[config.mk]
export PLATFORM = sky130hd
export DESIGN_NAME = mcmb_chan_unit
export DESIGN_NICKNAME = d
export VERILOG_FILES = /design/src/rtl/mcmb_pkg.sv /design/src/rtl/mcmb_chan_unit.sv
export SDC_FILE = /design/constraint.sdc
export NUM_CORES = 1
export LEC_CHECK = 0
export BUFFER_PORTS_ARGS = -buffer_cell sky130_fd_sc_hd__buf_2
export CAP_MARGIN = 40
export CELL_PAD_IN_SITES_DETAIL_PLACEMENT = 1
export CELL_PAD_IN_SITES_GLOBAL_PLACEMENT = 1
export CORE_MARGIN = 5
export CORE_UTILIZATION = 43
export DETAILED_ROUTE_END_ITERATION = 8
export PLACE_DENSITY_LB_ADDON = 0.1
export SLEW_MARGIN = 20
export SYNTH_ARGS = -nofsm -noshare
export SYNTH_HDL_FRONTEND = slang
export SYNTH_SLANG_ARGS = --single-unit
[constraint.sdc]
create_clock -name vclk -period 22.9
set_input_delay 2.29 -clock vclk [all_inputs]
set_output_delay 2.29 -clock vclk [all_outputs]
set_load 0.05 [all_outputs]
[src/rtl/mcmb_pkg.sv]
`timescale 1ns / 1ps

package mcmb_pkg;

   // Sizing
   localparam int CHANNELS = 8;
   localparam int MSG_LEN  = 256;
   localparam int CH_W     = (CHANNELS > 1) ? $clog2(CHANNELS) : 1;
   localparam int CNT_W    = $clog2(CHANNELS + 1);
   localparam int POS_W    = $clog2(MSG_LEN);
   localparam int MEM_AW   = CH_W + POS_W;
   localparam int MEM_DEPTH = 1 << MEM_AW;

   // Fixed field widths
   localparam int PIN_W    = 8;
   localparam int CHAR_W   = 8;
   localparam int CNTDN_W  = 8;
   localparam int ELEM_W   = 3;
   localparam int ENT_W    = 6;
   localparam int CSR_IDX_W  = 3;
   localparam int CSR_DATA_W = 8;

   // Table entries
   localparam logic [ENT_W-1:0] SPACE_ENTRY = ENT_W'(26);
   localparam logic [ENT_W-1:0] DIGIT_BASE  = ENT_W'(27);

   typedef enum logic [1:0] {
      OP_WRITE   = 2'd0,
      OP_TICK    = 2'd1,
      OP_RESTART = 2'd2,
      OP_NONE    = 2'd3
   } op_type;

   typedef enum logic [CSR_IDX_W-1:0] {
      CSR_ACTIVE     = 3'd0,
      CSR_DOT        = 3'd1,
      CSR_DASH       = 3'd2,
      CSR_SYMBOL_GAP = 3'd3,
      CSR_LETTER_GAP = 3'd4,
      CSR_WORD_GAP   = 3'd5
   } csr_idx_type;

   typedef struct packed {
      logic [6:0] dot_ticks;
      logic [6:0] dash_ticks;
      logic [7:0] symbol_gap_ticks;
      logic [7:0] letter_gap_ticks;
      logic [7:0] word_gap_ticks;
   } cfg_type;

   typedef struct packed {
      logic [CNTDN_W-1:0] countdown;
      logic [ELEM_W-1:0]  elem;
      logic [POS_W-1:0]   pos;
      logic               pin_write;
      logic               pin_level;
   } chan_next_type;

   // ASCII to table entry; anything unknown keys as a space
   function automatic logic [ENT_W-1:0] table_entry(input logic [CHAR_W-1:0] c);
      logic [ENT_W-1:0] ent;
      if (c >= 8'h61 && c <= 8'h7a) begin
         ent = ENT_W'(c - 8'h61);
      end else if (c >= 8'h30 && c <= 8'h39) begin
         ent = ENT_W'(c - 8'h30) + DIGIT_BASE;
      end else begin
         ent = SPACE_ENTRY;
      end
      return ent;
   endfunction

   // Number of elements per entry
   function automatic logic [2:0] code_len(input logic [ENT_W-1:0] ent);
      logic [2:0] len;
      case (ent)
         6'd0:  len = 3'd2;
         6'd1:  len = 3'd4;
         6'd2:  len = 3'd4;
         6'd3:  len = 3'd3;
         6'd4:  len = 3'd1;
         6'd5:  len = 3'd4;
         6'd6:  len = 3'd3;
         6'd7:  len = 3'd4;
         6'd8:  len = 3'd2;
         6'd9:  len = 3'd4;
         6'd10: len = 3'd3;
         6'd11: len = 3'd4;
         6'd12: len = 3'd2;
         6'd13: len = 3'd2;
         6'd14: len = 3'd3;
         6'd15: len = 3'd4;
         6'd16: len = 3'd4;
         6'd17: len = 3'd3;
         6'd18: len = 3'd3;
         6'd19: len = 3'd1;
         6'd20: len = 3'd3;
         6'd21: len = 3'd4;
         6'd22: len = 3'd3;
         6'd23: len = 3'd4;
         6'd24: len = 3'd4;
         6'd25: len = 3'd4;
         6'd26: len = 3'd1;
         default: len = 3'd5;
      endcase
      return len;
   endfunction

   // Bit e set: element e is a dash
   function automatic logic [7:0] code_bits(input logic [ENT_W-1:0] ent);
      logic [7:0] bits;
      case (ent)
         6'd0:  bits = 8'h02;
         6'd1:  bits = 8'h01;
         6'd2:  bits = 8'h05;
         6'd3:  bits = 8'h01;
         6'd4:  bits = 8'h00;
         6'd5:  bits = 8'h04;
         6'd6:  bits = 8'h03;
         6'd7:  bits = 8'h00;
         6'd8:  bits = 8'h00;
         6'd9:  bits = 8'h0E;
         6'd10: bits = 8'h05;
         6'd11: bits = 8'h02;
         6'd12: bits = 8'h03;
         6'd13: bits = 8'h01;
         6'd14: bits = 8'h07;
         6'd15: bits = 8'h06;
         6'd16: bits = 8'h0B;
         6'd17: bits = 8'h02;
         6'd18: bits = 8'h00;
         6'd19: bits = 8'h01;
         6'd20: bits = 8'h04;
         6'd21: bits = 8'h08;
         6'd22: bits = 8'h06;
         6'd23: bits = 8'h09;
         6'd24: bits = 8'h0D;
         6'd25: bits = 8'h03;
         6'd26: bits = 8'h00;
         6'd27: bits = 8'h1F;
         6'd28: bits = 8'h1E;
         6'd29: bits = 8'h1C;
         6'd30: bits = 8'h18;
         6'd31: bits = 8'h10;
         6'd32: bits = 8'h00;
         6'd33: bits = 8'h01;
         6'd34: bits = 8'h03;
         6'd35: bits = 8'h07;
         6'd36: bits = 8'h0F;
         default: bits = 8'h00;
      endcase
      return bits;
   endfunction

endpackage

[src/rtl/mcmb_chan_unit.sv]
`timescale 1ns / 1ps

module mcmb_chan_unit (
   input  logic [mcmb_pkg::CNTDN_W-1:0] countdown,
   input  logic [mcmb_pkg::ELEM_W-1:0]  elem,
   input  logic [mcmb_pkg::POS_W-1:0]   pos,
   input  logic [mcmb_pkg::CHAR_W-1:0]  chr,
   input  mcmb_pkg::cfg_type            cfg,
   output mcmb_pkg::chan_next_type      nxt
);
   import mcmb_pkg::*;

   logic [ENT_W-1:0] ent;
   logic [2:0]       len;
   logic [7:0]       bits;
   logic             is_dash;
   logic [8:0]       mark_sum;
   logic [7:0]       mark_load;
   logic [7:0]       gap_load;

   always_comb begin
      ent      = table_entry(chr);
      len      = code_len(ent);
      bits     = code_bits(ent);
      is_dash  = bits[elem];
      mark_sum = (is_dash ? {2'b00, cfg.dash_ticks} : {2'b00, cfg.dot_ticks})
                 + {1'b0, cfg.symbol_gap_ticks};
      mark_load = mark_sum[8] ? 8'hFF : mark_sum[7:0];
      gap_load  = cfg.letter_gap_ticks;

      nxt.countdown = countdown;
      nxt.elem      = elem;
      nxt.pos       = pos;
      nxt.pin_write = 1'b0;
      nxt.pin_level = 1'b0;

      if (countdown != '0) begin
         // pin drops once the symbol gap begins
         nxt.countdown = countdown - 1'b1;
         nxt.pin_write = (countdown == cfg.symbol_gap_ticks);
      end else if (chr == '0) begin
         // end of message: rewind, idle one tick
         nxt.pos  = '0;
         nxt.elem = '0;
      end else begin
         nxt.pin_write = 1'b1;
         if ({1'b0, elem} < {1'b0, len}) begin
            nxt.elem = elem + 1'b1;
            if (ent == SPACE_ENTRY) begin
               gap_load      = cfg.word_gap_ticks;
               nxt.countdown = (gap_load != '0) ? gap_load - 1'b1 : '0;
            end else begin
               nxt.pin_level = 1'b1;
               nxt.countdown = (mark_load != '0) ? mark_load - 1'b1 : '0;
            end
         end else begin
            // letter pause, advance to next character
            nxt.elem      = '0;
            nxt.pos       = (32'(pos) >= MSG_LEN - 1) ? '0 : pos + 1'b1;
            nxt.countdown = (gap_load != '0) ? gap_load - 1'b1 : '0;
         end
      end
   end

endmodule
==> reports/qor.yml <==
power:
  powerDensity_nw_per_um2: 31.0
  power.static_leakage_nw: 1.50
  irDropWorstVdd_uv: 13.4
detailed_routing:
  viasPerCell: 6.29
  wirelength_um: 11100
  ant_nets: 0
  drcViolationCount: 0
  drtIter0Drc: 162
  wire_per_inst_um: 18.9
  dr.pass1.iters: 5
  vias: 3703
timing:
  fmax_mhz: 83.8
  hold_viol_final: 0
  slew_headroom_pct: 43.2
  fin_crit_ns: 11.93
  finalSetupViolCount: 0
  slew_violations: 0
  period_share_pct: 52.1
  setup_tns_ns: 0
  grt_setup_unrepaired: "no"
  tightest_slew_ns: 0.851
worst_setup_path:
  crit_required_ns: 20.61
  crit_slowest_cell: "a21oi_1"
  cp_num_buf_inv: 5
  cp_max_fo: 11
  slowest_delay_ns: 0.52
  critPathArrivalTime_ns: 9.64
  startpoint_type: "input pin"
  crit_top_cell: "ha_1"
  crit_type: "input pin to output pin"
  path_delay_family: "compound AO/OA/AOI/OAI gates"
  crit_path_end_kind: "output pin"
cells_and_area:
  multi_input_area_um2: 2870
  seqCellArea_um2: 0
  drive_gt1_share_pct: 26.2
  nets: 588
  num_antenna_cells: 0
  n_clock_buffer: 0
  stdcell_area_um2: 3530
  flops_and_latches: 0
  finalNonFillerCells: 589
  n_fill_cell: 943
  syn_to_final_growth_pct: 16.1
grt:
  grt_pass1_wl_um: 17700
  grt_pass1_vias: 3596
  antenna_found_initial: 0
  grt-busiest-layer: "met2"
  grt.overflow.total: 0
  met3_usage_pct: 3.45
  grtUsageTotal_pct: 24.3
  grt_max_degree: 22
  use_met2_pct: 39.3
  grt_use_met1_pct: 34.8
logic_synthesis:
  synth_cells: 419
  yosys_warnings: 0
  yosysSeqAreaShare_pct: 0
  synth.net_count: 512
  syn_avg_cell_area_um2: 7.25
  syn_area_um2: 3040
  ys_types: 88
floorplanning:
  die-area_um2: 8850
  initial_core_util_pct: 44.5
  io_pins: 86
  rows: 30
  dieHeight_um: 94.1
  die_x_um: 94.1
  coreArea_um2: 6830
placed_design:
  placed_area_um2: 3530
  placed_cells: 589
  dp_hpwl_um: 9470
  place.gp.congestion: 0.963
  numPortBuffers: 86
status:
  status: "complete, no violations"
run:
  maxCapViolations: 0
cts:
  cts-resized-gates: 0
  postCtsHoldBufs: 0
  post_cts_buffers: 0
worst_hold_path:
  hold_class: "input pin to output pin"
[worst paths after layout]
| path | from | endpoint | cells past startpoint |
|---|---|---|---|
| min | pos[7] | nxt[9] | 3 |
| max | chr[0] | nxt[13] | 30 |
[Yosys cell counts (3+ instances only)]
| library cell | count | area share [%] |
|---|---|---|
| a211o_1 | 5 | 1.4 |
| a211oi_1 | 6 | 1.5 |
| a21boi_0 | 3 | 0.74 |
| a21o_1 | 3 | 0.74 |
| a21oi_1 | 18 | 3.0 |
| a221oi_1 | 4 | 1.2 |
| a31o_2 | 5 | 1.4 |
| a31oi_1 | 11 | 2.3 |
| a32o_1 | 5 | 1.6 |
| and3_1 | 4 | 0.82 |
| buf_2 | 7 | 1.2 |
| buf_4 | 4 | 0.99 |
| clkbuf_1 | 3 | 0.37 |
| ha_1 | 27 | 11 |
| inv_1 | 25 | 3.1 |
| mux2_4 | 7 | 3.5 |
| mux2i_1 | 8 | 2.6 |
| nand2_1 | 34 | 4.2 |
| nand2b_1 | 7 | 1.4 |
| nand3_1 | 11 | 1.8 |
| nand3b_1 | 4 | 0.99 |
| nand4_1 | 6 | 1.2 |
| nor2_1 | 42 | 5.2 |
| nor2b_1 | 7 | 1.4 |
| nor3_1 | 8 | 1.3 |
| nor3b_1 | 4 | 0.99 |
| nor4_1 | 6 | 1.2 |
| o211ai_1 | 6 | 1.5 |
| o21a_1 | 4 | 0.99 |
| o21ai_0 | 19 | 3.1 |
| o221ai_1 | 4 | 1.2 |
| o22ai_1 | 8 | 1.6 |
| o311ai_0 | 3 | 0.86 |
| o31a_1 | 3 | 0.86 |
| o31ai_1 | 4 | 0.99 |
| or2_2 | 3 | 0.62 |
| or4_1 | 3 | 0.74 |
| xnor2_1 | 23 | 6.6 |
| xor2_1 | 6 | 1.7 |
[through the flow]
step                      setup WS [ns]  hold slack (ns)  power (mW)  util (%)
after floorplan                   11.21             4.88      0.0794         -
after global placement            11.40             4.97       0.105      51.6
after detailed placement          11.06             4.98       0.108      51.6
after CTS                         11.04             4.98       0.108      51.6
after global routing              10.43             5.01       0.119      51.6
final                             10.97             4.98       0.109      51.6
[layout make-up]
type	count	area share, %
inverter	25	2.66
timing repair buffer	88	12.6
multi-input combinational	380	81.3
tap	96	3.40
[metal layers]
metal / vias to the layer above / share of wire (%) / routed length, µm
met1: 1774 / 48 / 5360
met5: - / 0 / 0
met3: 14 / 6.9 / 766
met4: 0 / 1.1 / 127
li1: 1777 / - / -
met2: 138 / 44 / 4900
[report_power, final]
group          internal (mW)  total, mW  switching (mW)
clock                      0          0               0
sequential                 0          0               0
combinational         0.0422      0.109          0.0672
[kinds of logic (layout without fill, tap and decap cells)]
logic type	Yosys count	in the layout	share of synthesized area (%)
buffers and inverters	39	113	5.60
AOI/OAI and AO/OA	149	149	39.4
and+or+nand+nor	159	159	28.8
xor gates and xnor gates	29	29	8.36
muxes	15	15	6.09
adders and majority gates	28	28	11.8
[cells in the final DEF (no fill, tap or decap), types with 11 or more instances in the layout]
master / n
xnor2_1: 23
nand2_1: 34
o21ai_0: 19
nand3_1: 11
a21oi_1: 18
a31oi_1: 11
ha_1: 27
inv_1: 25
buf_2: 86
nor2_1: 42
Note: power is estimated with default switching activity, not from simulation.
